## src/design/lcdcs_pkg.sv

```systemverilog
// Package for the character LCD command sequencer.
// Holds operation codes, register indexes, field widths and command constants.
// No dependencies.
`default_nettype none
package lcdcs_pkg;

    localparam int NUM_W  = 32;
    localparam int CIDX_W = 3;
    localparam int CDAT_W = 8;

    typedef enum logic [3:0] {
        OP_INIT   = 4'd0,
        OP_CHAR   = 4'd1,
        OP_POS    = 4'd2,
        OP_CLEAR  = 4'd3,
        OP_CLRHOM = 4'd4,
        OP_DEC    = 4'd5,
        OP_DISP   = 4'd6,
        OP_CURS   = 4'd7,
        OP_BLINK  = 4'd8,
        OP_BLIGHT = 4'd9
    } t_op;

    typedef enum logic [CIDX_W-1:0] {
        REG_BUS8   = 3'd0,
        REG_LINES  = 3'd1,
        REG_COLS   = 3'd2,
        REG_BL_LOW = 3'd3
    } t_reg_idx;

    localparam logic [7:0] CMD_CLEAR  = 8'h01;
    localparam logic [7:0] CMD_HOME   = 8'h02;
    localparam logic [7:0] CMD_ENTRY  = 8'h06;
    localparam logic [7:0] CMD_DISP   = 8'h08;
    localparam logic [7:0] CMD_SHIFT  = 8'h17;
    localparam logic [7:0] CMD_FUNC   = 8'h20;
    localparam logic [7:0] FUNC_8BIT  = 8'h10;
    localparam logic [7:0] FUNC_2LINE = 8'h08;
    localparam logic [7:0] CMD_DDRAM  = 8'h80;
    localparam logic [7:0] ROW_1_OFS  = 8'h40;
    localparam logic [7:0] ASCII_ZERO = 8'h30;
    localparam logic [7:0] WAKE_8     = 8'h30;
    localparam logic [7:0] WAKE_4     = 8'h03;
    localparam logic [7:0] GO_4BIT    = 8'h02;
    localparam logic [2:0] FLAG_DISP  = 3'b100;
    localparam logic [2:0] FLAG_CURS  = 3'b010;
    localparam logic [2:0] FLAG_BLINK = 3'b001;

    localparam logic [13:0] T_POWER_UP = 14'd15000;
    localparam logic [13:0] T_BYTE     = 14'd1000;
    localparam logic [12:0] T_WAKE     = 13'd5000;
    localparam logic [12:0] T_GO       = 13'd5;
    localparam logic [12:0] T_CLEAR    = 13'd7000;

    localparam logic [3:0] INIT_LAST = 4'd9;

endpackage
`default_nettype wire

```

## src/design/lcdcs_ifs.sv

```systemverilog
// Channel interfaces of the LCD command sequencer: request, result, config write.
// No dependencies.
`default_nettype none
interface lcdcs_req_if;
    logic        valid;
    logic        ready;
    logic [3:0]  operation;
    logic [7:0]  char_code;
    logic [1:0]  line_index;
    logic [5:0]  column_index;
    logic [31:0] number;
    logic        switch_on;
    modport source (output valid, operation, char_code, line_index, column_index,
                    number, switch_on, input ready);
    modport sink   (input valid, operation, char_code, line_index, column_index,
                    number, switch_on, output ready);
endinterface

interface lcdcs_res_if;
    logic        valid;
    logic        ready;
    logic        strobe_valid;
    logic        reg_select;
    logic [7:0]  bus_value;
    logic [13:0] wait_before_us;
    logic [12:0] wait_after_us;
    logic        backlight_pin;
    logic        last_of_run;
    modport source (output valid, strobe_valid, reg_select, bus_value, wait_before_us,
                    wait_after_us, backlight_pin, last_of_run, input ready);
    modport sink   (input valid, strobe_valid, reg_select, bus_value, wait_before_us,
                    wait_after_us, backlight_pin, last_of_run, output ready);
endinterface

interface lcdcs_cfg_if;
    logic       valid;
    logic       ready;
    logic [2:0] index;
    logic [7:0] data;
    modport source (output valid, index, data, input ready);
    modport sink   (input valid, index, data, output ready);
endinterface
`default_nettype wire

```

## src/design/character_lcd_command_sequencer.sv

```systemverilog
// Character LCD command sequencer: one request in, a run of results (enable strobes or a backlight update) out.
// The first result is loaded from the send state once the output register is free; a decimal
// print first produces its digits one by one in the divide-by-ten unit.
// Further results follow at one per cycle unless the output stalls; the request
// side is ready again once the last is loaded.
// Reset (synchronous, active low) restores register defaults, clears flags and backlight.
`default_nettype none
module character_lcd_command_sequencer
    import lcdcs_pkg::*;
#(
    parameter int MAX_DIGITS = 10
) (
    input  wire logic    i_clk,
    input  wire logic    i_rst_n,
    lcdcs_req_if.sink    i_req,
    lcdcs_res_if.source  o_res,
    lcdcs_cfg_if.sink    i_cfg
);
    localparam int K_W = $clog2(MAX_DIGITS + 1);
    localparam int A_W = $clog2(MAX_DIGITS);

    typedef enum logic [4:0] {
        S_IDLE = 5'b00001,
        S_DIV  = 5'b00010,
        S_SEND = 5'b00100,
        S_LOW  = 5'b01000,
        S_HOLD = 5'b10000
    } t_state;

    t_state r_state, n_state;

    // configuration and persistent state
    logic       r_bus8, r_bl_low, r_bl_on;
    logic [2:0] r_lines, r_flags;
    logic [5:0] r_cols;

    // captured request
    t_op        r_op;
    logic [7:0] r_ch;
    logic [1:0] r_line;
    logic [5:0] r_col;
    logic [3:0] r_step;
    logic [K_W-1:0] r_k;
    logic [3:0] r_stack [MAX_DIGITS];

    // output register
    logic        r_ov, r_sv, r_rs, r_pin, r_last;
    logic [7:0]  r_bus;
    logic [13:0] r_bef;
    logic [12:0] r_aft;

    logic        w_acc, w_free, w_div_start, w_div_done, w_more;
    logic [NUM_W-1:0] w_div_in, w_quot;
    logic [3:0]  w_rem;
    logic [2:0]  w_newflags;

    // current byte descriptor
    logic        d_raw, d_sv, d_rs, d_last;
    logic [7:0]  d_byte, d_addr;
    logic [13:0] d_bef;
    logic [12:0] d_aft;

    assign w_acc  = i_req.valid && i_req.ready;
    assign w_free = !r_ov || o_res.ready;
    assign i_req.ready = (r_state == S_IDLE);
    assign i_cfg.ready = 1'b1;

    lcdcs_div10 u_div (
        .i_clk      (i_clk),
        .i_rst_n    (i_rst_n),
        .i_start    (w_div_start),
        .i_dividend (w_div_in),
        .o_done     (w_div_done),
        .o_quot     (w_quot),
        .o_rem      (w_rem)
    );

    // another digit follows while quotient is nonzero and stack has room
    assign w_more      = (w_quot != '0) && ((r_k + 1'b1) < K_W'(MAX_DIGITS));
    assign w_div_start = (w_acc && i_req.operation == OP_DEC)
                      || (r_state == S_DIV && w_div_done && w_more);
    assign w_div_in    = (r_state == S_IDLE) ? i_req.number : w_quot;

    // flag update for switch and init requests
    always_comb begin
        case (i_req.operation)
            OP_DISP:  w_newflags = i_req.switch_on ? (r_flags | FLAG_DISP)
                                                   : (r_flags & ~FLAG_DISP);
            OP_CURS:  w_newflags = i_req.switch_on ? (r_flags | FLAG_CURS)
                                                   : (r_flags & ~FLAG_CURS);
            OP_BLINK: w_newflags = i_req.switch_on ? (r_flags | FLAG_BLINK)
                                                   : (r_flags & ~FLAG_BLINK);
            OP_INIT:  w_newflags = FLAG_DISP;
            default:  w_newflags = r_flags;
        endcase
    end

    // set-position address, wrapped to a byte
    always_comb begin
        d_addr = CMD_DDRAM | {2'b00, r_col};
        if (r_line == 2'd1) begin
            d_addr = d_addr + ROW_1_OFS;
        end else if (r_line == 2'd2 && r_lines > 3'd2) begin
            d_addr = d_addr + {2'b00, r_cols};
        end else if (r_line == 2'd3 && r_lines > 3'd2) begin
            d_addr = d_addr + ROW_1_OFS + {2'b00, r_cols};
        end
    end

    // byte descriptor for the current step
    always_comb begin
        d_raw  = 1'b0;
        d_sv   = 1'b1;
        d_rs   = 1'b0;
        d_last = 1'b1;
        d_byte = '0;
        d_bef  = T_BYTE;
        d_aft  = '0;
        case (r_op)
            OP_INIT: begin
                d_last = (r_step == INIT_LAST);
                case (r_step) inside
                    4'd0, 4'd1, 4'd2: begin
                        d_raw  = 1'b1;
                        d_byte = r_bus8 ? WAKE_8 : WAKE_4;
                        d_bef  = (r_step == 4'd0) ? T_POWER_UP : '0;
                        d_aft  = T_WAKE;
                    end
                    4'd3: begin
                        d_raw  = 1'b1;
                        d_byte = r_bus8 ? WAKE_8 : GO_4BIT;
                        d_bef  = '0;
                        d_aft  = T_GO;
                    end
                    4'd4: d_byte = CMD_FUNC | (r_bus8 ? FUNC_8BIT : 8'h00)
                                 | ((r_lines > 3'd1) ? FUNC_2LINE : 8'h00);
                    4'd5: d_byte = CMD_ENTRY;
                    4'd6: d_byte = CMD_SHIFT;
                    4'd7: d_byte = CMD_DISP | {5'd0, FLAG_DISP};
                    4'd8: begin
                        d_byte = CMD_CLEAR;
                        d_aft  = T_CLEAR;
                    end
                    default: d_byte = CMD_HOME;
                endcase
            end
            OP_CHAR: begin
                d_rs   = 1'b1;
                d_byte = r_ch;
            end
            OP_POS:  d_byte = d_addr;
            OP_CLEAR: begin
                d_byte = CMD_CLEAR;
                d_aft  = T_CLEAR;
            end
            OP_CLRHOM: begin
                d_last = (r_step != 4'd0);
                d_byte = (r_step == 4'd0) ? CMD_CLEAR : CMD_HOME;
                d_aft  = (r_step == 4'd0) ? T_CLEAR : '0;
            end
            OP_DEC: begin
                d_rs   = 1'b1;
                d_last = (r_k == K_W'(1));
                d_byte = ASCII_ZERO | {4'd0, r_stack[A_W'(r_k - 1'b1)]};
            end
            OP_BLIGHT: begin
                d_raw = 1'b1;
                d_sv  = 1'b0;
                d_bef = '0;
            end
            default: d_byte = CMD_DISP | {5'd0, r_flags};
        endcase
    end

    // sequencer
    always_comb begin
        n_state = r_state;
        unique case (r_state)
            S_IDLE: begin
                if (w_acc) begin
                    unique case (i_req.operation) inside
                        OP_INIT, OP_CHAR, OP_POS, OP_CLEAR, OP_CLRHOM, OP_DISP,
                        OP_CURS, OP_BLINK, OP_BLIGHT: n_state = S_SEND;
                        OP_DEC:  n_state = S_DIV;
                        default: n_state = S_IDLE;
                    endcase
                end
            end
            S_DIV:  if (w_div_done && !w_more) n_state = S_SEND;
            S_SEND: begin
                if (w_free) begin
                    if (!d_raw && !r_bus8) n_state = S_LOW;
                    else if (d_last)       n_state = S_IDLE;
                end
            end
            S_LOW:  if (w_free) n_state = d_last ? S_IDLE : S_SEND;
            S_HOLD: n_state = S_IDLE;
            default: n_state = S_IDLE;
        endcase
    end

    always_ff @(posedge i_clk) begin
        if (!i_rst_n) begin
            r_state  <= S_IDLE;
            r_bus8   <= 1'b0;
            r_lines  <= 3'd2;
            r_cols   <= 6'd16;
            r_bl_low <= 1'b0;
            r_flags  <= '0;
            r_bl_on  <= 1'b0;
            r_ov     <= 1'b0;
        end else begin
            r_state <= n_state;
            // configuration writes
            if (i_cfg.valid && i_cfg.ready) begin
                case (i_cfg.index)
                    REG_BUS8:   r_bus8   <= i_cfg.data[0];
                    REG_LINES:  r_lines  <= i_cfg.data[2:0];
                    REG_COLS:   r_cols   <= i_cfg.data[5:0];
                    REG_BL_LOW: r_bl_low <= i_cfg.data[0];
                    default: ;
                endcase
            end
            // request-time state updates
            if (w_acc) begin
                r_flags <= w_newflags;
                if (i_req.operation == OP_BLIGHT) r_bl_on <= i_req.switch_on;
            end
            // output register valid: a new load wins over a drain
            if ((r_state == S_SEND || r_state == S_LOW) && w_free) r_ov <= 1'b1;
            else if (o_res.ready)                                  r_ov <= 1'b0;
        end
    end

    // payload, step counter and digit stack
    always_ff @(posedge i_clk) begin
        if (w_acc) begin
            r_op   <= t_op'(i_req.operation);
            r_ch   <= i_req.char_code;
            r_line <= i_req.line_index;
            r_col  <= i_req.column_index;
            r_step <= '0;
            r_k    <= '0;
        end
        if (r_state == S_DIV && w_div_done) begin
            r_stack[A_W'(r_k)] <= w_rem;
            r_k <= r_k + 1'b1;
        end
        // one transfer of the current byte, or its first nibble
        if (r_state == S_SEND && w_free) begin
            r_sv   <= d_sv;
            r_rs   <= d_rs;
            r_pin  <= r_bl_on ^ r_bl_low;
            r_bef  <= d_bef;
            if (d_raw || r_bus8) begin
                r_bus  <= d_byte;
                r_aft  <= d_aft;
                r_last <= d_last;
            end else begin
                r_bus  <= {4'd0, d_byte[7:4]};
                r_aft  <= '0;
                r_last <= 1'b0;
            end
        end
        if (r_state == S_LOW && w_free) begin
            r_bus  <= {4'd0, d_byte[3:0]};
            r_bef  <= '0;
            r_aft  <= d_aft;
            r_last <= d_last;
        end
        // advance to the next byte
        if (((r_state == S_SEND && (d_raw || r_bus8)) || r_state == S_LOW) && w_free) begin
            if (r_op == OP_DEC) r_k <= r_k - 1'b1;
            else                r_step <= r_step + 1'b1;
        end
    end

    assign o_res.valid          = r_ov;
    assign o_res.strobe_valid   = r_sv;
    assign o_res.reg_select     = r_rs;
    assign o_res.bus_value      = r_bus;
    assign o_res.wait_before_us = r_bef;
    assign o_res.wait_after_us  = r_aft;
    assign o_res.backlight_pin  = r_pin;
    assign o_res.last_of_run    = r_last;
endmodule
`default_nettype wire

```

## src/design/lcdcs_div10.sv

```systemverilog
// Divide-by-ten unit: reciprocal multiplication, quotient and remainder valid in the cycle after start.
// Depends on lcdcs_pkg.
`default_nettype none
module lcdcs_div10
    import lcdcs_pkg::*;
(
    input  wire logic             i_clk,
    input  wire logic             i_rst_n,
    input  wire logic             i_start,
    input  wire logic [NUM_W-1:0] i_dividend,
    output logic                  o_done,
    output logic [NUM_W-1:0]      o_quot,
    output logic [3:0]            o_rem
);
    // ceil(2^35 / 10): exact quotient for every 32-bit dividend after a 35-bit shift
    localparam logic [NUM_W-1:0] RECIP_10 = 32'hCCCCCCCD;
    localparam int               SHIFT    = 35;

    logic [2*NUM_W-1:0] w_prod;
    logic [NUM_W-1:0]   r_q;
    logic [3:0]         r_lo;
    logic               r_done;

    assign w_prod = {{NUM_W{1'b0}}, i_dividend} * {{NUM_W{1'b0}}, RECIP_10};

    // quotient and the low dividend nibble, registered on start
    always_ff @(posedge i_clk) begin
        if (!i_rst_n) begin
            r_done <= 1'b0;
        end else begin
            r_done <= i_start;
        end
        if (i_start) begin
            r_q  <= NUM_W'(w_prod[2*NUM_W-1:SHIFT]);
            r_lo <= i_dividend[3:0];
        end
    end

    // remainder fits in four bits, so n - 10q is taken modulo 16
    assign o_rem  = r_lo - {r_q[0], 3'b000} - {r_q[2:0], 1'b0};
    assign o_done = r_done;
    assign o_quot = r_q;
endmodule
`default_nettype wire

```

## src/flat_wrapper.sv

```systemverilog
// flat-port wrapper written by rule: the top's interface ports become plain ports
module character_lcd_command_sequencer_flat import lcdcs_pkg::*;
#(
    parameter int MAX_DIGITS = 10
)
  (i_clk, i_rst_n, i_req_valid, i_req_operation, i_req_char_code, i_req_line_index, i_req_column_index, i_req_number, i_req_switch_on, i_req_ready, o_res_valid, o_res_strobe_valid, o_res_reg_select, o_res_bus_value, o_res_wait_before_us, o_res_wait_after_us, o_res_backlight_pin, o_res_last_of_run, o_res_ready, i_cfg_valid, i_cfg_index, i_cfg_data, i_cfg_ready);
  lcdcs_req_if i_req_i ();
  lcdcs_res_if o_res_i ();
  lcdcs_cfg_if i_cfg_i ();
  input  wire logic i_clk;
  input  wire logic i_rst_n;
  input wire logic [$bits(i_req_i.valid)-1:0] i_req_valid;
  input wire logic [$bits(i_req_i.operation)-1:0] i_req_operation;
  input wire logic [$bits(i_req_i.char_code)-1:0] i_req_char_code;
  input wire logic [$bits(i_req_i.line_index)-1:0] i_req_line_index;
  input wire logic [$bits(i_req_i.column_index)-1:0] i_req_column_index;
  input wire logic [$bits(i_req_i.number)-1:0] i_req_number;
  input wire logic [$bits(i_req_i.switch_on)-1:0] i_req_switch_on;
  output wire logic [$bits(i_req_i.ready)-1:0] i_req_ready;
  output wire logic [$bits(o_res_i.valid)-1:0] o_res_valid;
  output wire logic [$bits(o_res_i.strobe_valid)-1:0] o_res_strobe_valid;
  output wire logic [$bits(o_res_i.reg_select)-1:0] o_res_reg_select;
  output wire logic [$bits(o_res_i.bus_value)-1:0] o_res_bus_value;
  output wire logic [$bits(o_res_i.wait_before_us)-1:0] o_res_wait_before_us;
  output wire logic [$bits(o_res_i.wait_after_us)-1:0] o_res_wait_after_us;
  output wire logic [$bits(o_res_i.backlight_pin)-1:0] o_res_backlight_pin;
  output wire logic [$bits(o_res_i.last_of_run)-1:0] o_res_last_of_run;
  input wire logic [$bits(o_res_i.ready)-1:0] o_res_ready;
  input wire logic [$bits(i_cfg_i.valid)-1:0] i_cfg_valid;
  input wire logic [$bits(i_cfg_i.index)-1:0] i_cfg_index;
  input wire logic [$bits(i_cfg_i.data)-1:0] i_cfg_data;
  output wire logic [$bits(i_cfg_i.ready)-1:0] i_cfg_ready;
  assign i_req_i.valid = i_req_valid;
  assign i_req_i.operation = i_req_operation;
  assign i_req_i.char_code = i_req_char_code;
  assign i_req_i.line_index = i_req_line_index;
  assign i_req_i.column_index = i_req_column_index;
  assign i_req_i.number = i_req_number;
  assign i_req_i.switch_on = i_req_switch_on;
  assign i_req_ready = i_req_i.ready;
  assign o_res_valid = o_res_i.valid;
  assign o_res_strobe_valid = o_res_i.strobe_valid;
  assign o_res_reg_select = o_res_i.reg_select;
  assign o_res_bus_value = o_res_i.bus_value;
  assign o_res_wait_before_us = o_res_i.wait_before_us;
  assign o_res_wait_after_us = o_res_i.wait_after_us;
  assign o_res_backlight_pin = o_res_i.backlight_pin;
  assign o_res_last_of_run = o_res_i.last_of_run;
  assign o_res_i.ready = o_res_ready;
  assign i_cfg_i.valid = i_cfg_valid;
  assign i_cfg_i.index = i_cfg_index;
  assign i_cfg_i.data = i_cfg_data;
  assign i_cfg_ready = i_cfg_i.ready;
  character_lcd_command_sequencer #(.MAX_DIGITS(MAX_DIGITS)) u_core (.i_clk(i_clk), .i_rst_n(i_rst_n), .i_req(i_req_i), .o_res(o_res_i), .i_cfg(i_cfg_i));
endmodule
```

## config.mk

```make
export PLATFORM = sky130hd
export DESIGN_NAME = character_lcd_command_sequencer_flat
export DESIGN_NICKNAME = d
export VERILOG_FILES = /design/src/design/lcdcs_pkg.sv /design/src/design/lcdcs_ifs.sv /design/src/design/character_lcd_command_sequencer.sv /design/src/design/lcdcs_div10.sv /design/src/flat_wrapper.sv
export SDC_FILE = /design/constraint.sdc
export NUM_CORES = 1
export LEC_CHECK = 0
export ABC_CLOCK_PERIOD_IN_PS = 10000
export BUFFER_PORTS_ARGS = -buffer_cell sky130_fd_sc_hd__buf_2
export CAP_MARGIN = 30
export CORE_MARGIN = 4
export CORE_UTILIZATION = 40
export CTS_BUF_LIST = sky130_fd_sc_hd__clkbuf_4 sky130_fd_sc_hd__clkbuf_8
export DETAILED_ROUTE_END_ITERATION = 8
export GPL_ROUTABILITY_DRIVEN = 0
export PLACE_DENSITY_LB_ADDON = 0.2
export SLEW_MARGIN = 10
export SYNTH_ARGS = -nofsm -noshare
export SYNTH_HDL_FRONTEND = slang
export SYNTH_HIERARCHICAL = 1
export SYNTH_SLANG_ARGS = --single-unit
```

## constraint.sdc

```tcl
create_clock -name i_clk -period 10 [get_ports i_clk]
set_input_delay 2.5 -clock i_clk [delete_from_list [all_inputs] [get_ports i_clk]]
set_output_delay 2.5 -clock i_clk [all_outputs]
set_load 0.01 [all_outputs]
```

==> results.rst <==
.. list-table::
   :header-rows: 1

   * - Metric
     - Value
   * - Period utilisation layout
     - 0.9743
   * - Highest cell delay on the worst timing path
     - 0.62 ns
   * - Top post-synthesis cells by count
     - 564 x sky130_fd_sc_hd__inv_1, 388 x sky130_fd_sc_hd__fa_1, 365 x sky130_fd_sc_hd__ha_1
   * - Clock transition at the register clock pins on the worst setup and hold paths after CTS
     - 0.10 ns
   * - Hold/Removal Path Class
     - reg2reg
   * - Number of buffers created by CTS
     - 17
   * - Syn Inst Count
     - 2233
   * - Setup CP Type
     - in2reg
   * - Vias in the first global route
     - 18.28k
   * - Post-route ant nets
     - 0
   * - TritonCTS clock tree
     - built
   * - Smallest hold slack
     - 0.4867 ns
   * - Number of synthesized register bits
     - 141
   * - Ratio of routed vias to standard cells
     - 5.038
   * - Clk Latency, worst-skew pair
     - 0.47 ns
   * - Worst clock skew
     - 0.02551 ns
   * - Setup repair after global routing missed its margin
     - false
   * - Number of buffers and inverters on the critical path
     - 5
   * - Area taken by multi-input logic gates
     - 0.01724 sq mm
   * - Layout cells sized above 1
     - 0.1732
   * - Number of buffers inserted by port buffering
     - 100
   * - Setup TNS
     - 0 ns
   * - Netlist cell types
     - 86
   * - WL per Instance
     - 20.47 um
   * - Setup violation total in the final timing report
     - 0
   * - Primary flip-flop cell chosen by synthesis mapping
     - sky130_fd_sc_hd__edfxtp_1
   * - First-pass GRT wire length
     - 106700 um
   * - Library cell with the highest instance count after synthesis
     - sky130_fd_sc_hd__inv_1
   * - Fin. max-slew vios
     - 0
   * - Data arrival time at the worst-slack endpoint
     - 9.97 ns
   * - Post-Syn Area
     - 0.02352 sq mm
   * - Post-cts resize count
     - 0
   * - Worst Setup Start Kind
     - input pin
   * - Maximum number of pins on one net before global-route repair
     - 26
   * - DRC marker count from the first detailed-route iteration
     - 935
   * - Post-CTS Hold Buffers
     - 0
   * - Family of cells with the greatest summed delay on the critical path
     - adder cells
   * - Number of H-tree levels
     - 4
   * - Width of the die
     - 250.5 um
   * - Antenna cells
     - 0
   * - CTS root buf
     - sky130_fd_sc_hd__clkbuf_8
   * - Yosys top cell area share
     - 0.3303
   * - Final critical-path required period
     - 9.743 ns
   * - Library cell appearing most often on the critical path
     - sky130_fd_sc_hd__fa_1
   * - Register area
     - 0.003874 sq mm
   * - Sequential area share after synthesis
     - 0.1647
   * - Highest achievable clock rate
     - 0.1026 GHz
   * - Core Rows
     - 88
   * - Antenna violations before repair
     - 1
   * - Routed wire length
     - 68020 um
   * - Drt pass-1 iters
     - 6
   * - HPWL after detailed placement
     - 61180 um
   * - Number of warnings issued by yosys
     - 6
   * - Total clock sinks
     - 141
   * - Area of the core
     - 0.05792 sq mm
   * - Share of async-settable or async-resettable flops after synthesis
     - 0
   * - Initial core utilization
     - 0.4060
   * - Synthesis-to-layout area growth
     - 14.39%
   * - Max-slew headroom at the worst pin
     - 0.4081
   * - Global-route usage over all layers
     - 0.2222
   * - Number of setup buffers added after CTS
     - 0
   * - Required time worst endpoint
     - 10.23 ns
   * - Max stage delay cell, worst path
     - sky130_fd_sc_hd__fa_1
   * - Transition time of the tightest slew-check pin
     - 0.8755 ns
   * - Most area-consuming cells after synthesis
     - sky130_fd_sc_hd__fa_1 33%, sky130_fd_sc_hd__ha_1 19%, sky130_fd_sc_hd__edfxtp_1 13%
   * - Total Nets Final
     - 3367
   * - Area leader, netlist
     - sky130_fd_sc_hd__fa_1
   * - Run status
     - completed
   * - Sum of overflow across all layers after global routing
     - 0
   * - Mean post-synth cell area
     - 10.53 sq um
   * - Top-level I/O count
     - 111
   * - Number of hold violations in the final report
     - 0
   * - Number of enable flip-flop cells after synthesis
     - 105
   * - # Max-Cap Violations
     - 0
   * - DRC violation count after routing
     - 0
   * - Crit path max fanout
     - 6
   * - Maximum clock insertion buffer count
     - 2
   * - Setup crit end kind
     - flip-flop
   * - Die height
     - 250.5 um
   * - Routed vias
     - 16.74k
   * - Die area
     - 0.06273 sq mm
   * - Number of fillers in the final layout
     - 5518
metrics by stage:
stage	std cells	utilization	worst slack, ns	area, sq um
finish	3323	0.4644	0.2566	26900
global route	3323	0.4644	0.05500	26900
global placement	3287	0.4577	-0.2523	26510
detailed placement	3288	0.4582	-0.2298	26540
CTS	3320	0.4641	0.2612	26880
floorplan	2241	-	0.5653	23550
worst reg2reg max path: cells and delay by family, from the launching register on:
kind / cells / cell delay, ns
flip-flops: 1 / 0.37
adder cells (fa/ha/maj): 9 / 3.92
AND/OR/NAND/NOR: 6 / 1.72
multiplexers: 1 / 0.44
XOR/XNOR: 1 / 0.16
buffers and inverters: 6 / 1.19
AO/OA/AOI/OAI: 6 / 1.20
area by class of cell:
cell class,count,area share
clock buffers,20,0.009536
well taps,765,0.03558
inverters,566,0.07898
multi-input cells,1473,0.6408
clock inverters,12,0.003117
repair buffers,346,0.08801
flip-flops and latches,141,0.1440
layer usage:
metal / global-route usage / wire length [um] / vias to the layer above
met1: 0.3046 / 30110 / 8466
met2: 0.3810 / 33280 / 419
met3: 0.02772 / 3201 / 62
li1: - / - / 7792
met5: 0 / 14 / -
met4: 0.04660 / 1418 / 2
path summary, 6_finish.rpt:
kind	from	end	slack [ns]	cells after the start
setup / recovery	i_req_number[1]	u_core/u_div/o_quot[27]	0.26	27
hold / removal	u_core/o_res.bus_value[6]	u_core/o_res.bus_value[6]	0.49	2
setup reg to reg	u_core/r_state[1]	u_core/u_div/o_quot[27]	0.78	29
hold reg to reg	u_core/o_res.bus_value[6]	u_core/o_res.bus_value[6]	0.49	2
sequential cells by signal, indices dropped and copies added, names as in the netlist, 4 cells and up:
register                    count
u_core/o_res.bus_value          8
u_core/o_res.wait_after_us      4
u_core/r_ch                     8
u_core/r_col                    6
u_core/r_cols                   6
u_core/r_k                      4
u_core/r_op                     4
u_core/r_stack                 40
u_core/r_state                  4
u_core/r_step                   4
u_core/u_div/o_quot            29
u_core/u_div/r_lo               4
cell families after synthesis:
| kind of cell | Yosys count | synth area share |
|---|---|---|
| flip-flops | 141 | 0.1647 |
| buffers and inverters | 627 | 0.1042 |
| multiplexers | 65 | 0.03389 |
| AO/OA/AOI/OAI | 248 | 0.07093 |
| adder cells (fa/ha/maj) | 753 | 0.5245 |
| AND/OR/NAND/NOR | 305 | 0.06736 |
| XOR/XNOR | 91 | 0.03389 |
| other | 3 | 0.0004788 |
cells in the final DEF (no fill, tap or decap), types with 4 or more instances in the layout:
master / instances
sky130_fd_sc_hd__nand3_1: 18
sky130_fd_sc_hd__nand2b_1: 10
sky130_fd_sc_hd__nor2b_1: 20
sky130_fd_sc_hd__a211oi_1: 13
sky130_fd_sc_hd__a31oi_1: 8
sky130_fd_sc_hd__inv_1: 564
sky130_fd_sc_hd__mux2_2: 33
sky130_fd_sc_hd__a221oi_1: 7
sky130_fd_sc_hd__or2_2: 4
sky130_fd_sc_hd__nand2_1: 82
sky130_fd_sc_hd__mux2i_1: 23
sky130_fd_sc_hd__ha_1: 365
sky130_fd_sc_hd__inv_6: 4
sky130_fd_sc_hd__conb_1: 11
sky130_fd_sc_hd__o22ai_1: 4
sky130_fd_sc_hd__nor3_1: 16
sky130_fd_sc_hd__a21o_1: 39
sky130_fd_sc_hd__clkbuf_8: 17
sky130_fd_sc_hd__o21a_1: 5
sky130_fd_sc_hd__buf_2: 100
sky130_fd_sc_hd__buf_4: 243
sky130_fd_sc_hd__nor2_1: 62
sky130_fd_sc_hd__nor4_1: 15
sky130_fd_sc_hd__and3_1: 11
sky130_fd_sc_hd__o21bai_1: 5
sky130_fd_sc_hd__o21ai_0: 46
sky130_fd_sc_hd__dfxtp_1: 36
sky130_fd_sc_hd__inv_4: 4
sky130_fd_sc_hd__or3_1: 6
sky130_fd_sc_hd__and2_1: 16
sky130_fd_sc_hd__nand4_1: 17
sky130_fd_sc_hd__fa_1: 388
sky130_fd_sc_hd__mux4_2: 8
sky130_fd_sc_hd__xnor2_1: 46
sky130_fd_sc_hd__a21oi_1: 74
sky130_fd_sc_hd__edfxtp_1: 105
sky130_fd_sc_hd__clkbuf_4: 5
sky130_fd_sc_hd__xor2_1: 45
Power is not shown: default switching activity piles up to over one toggle a cycle in this logic, so the estimate is an artifact.
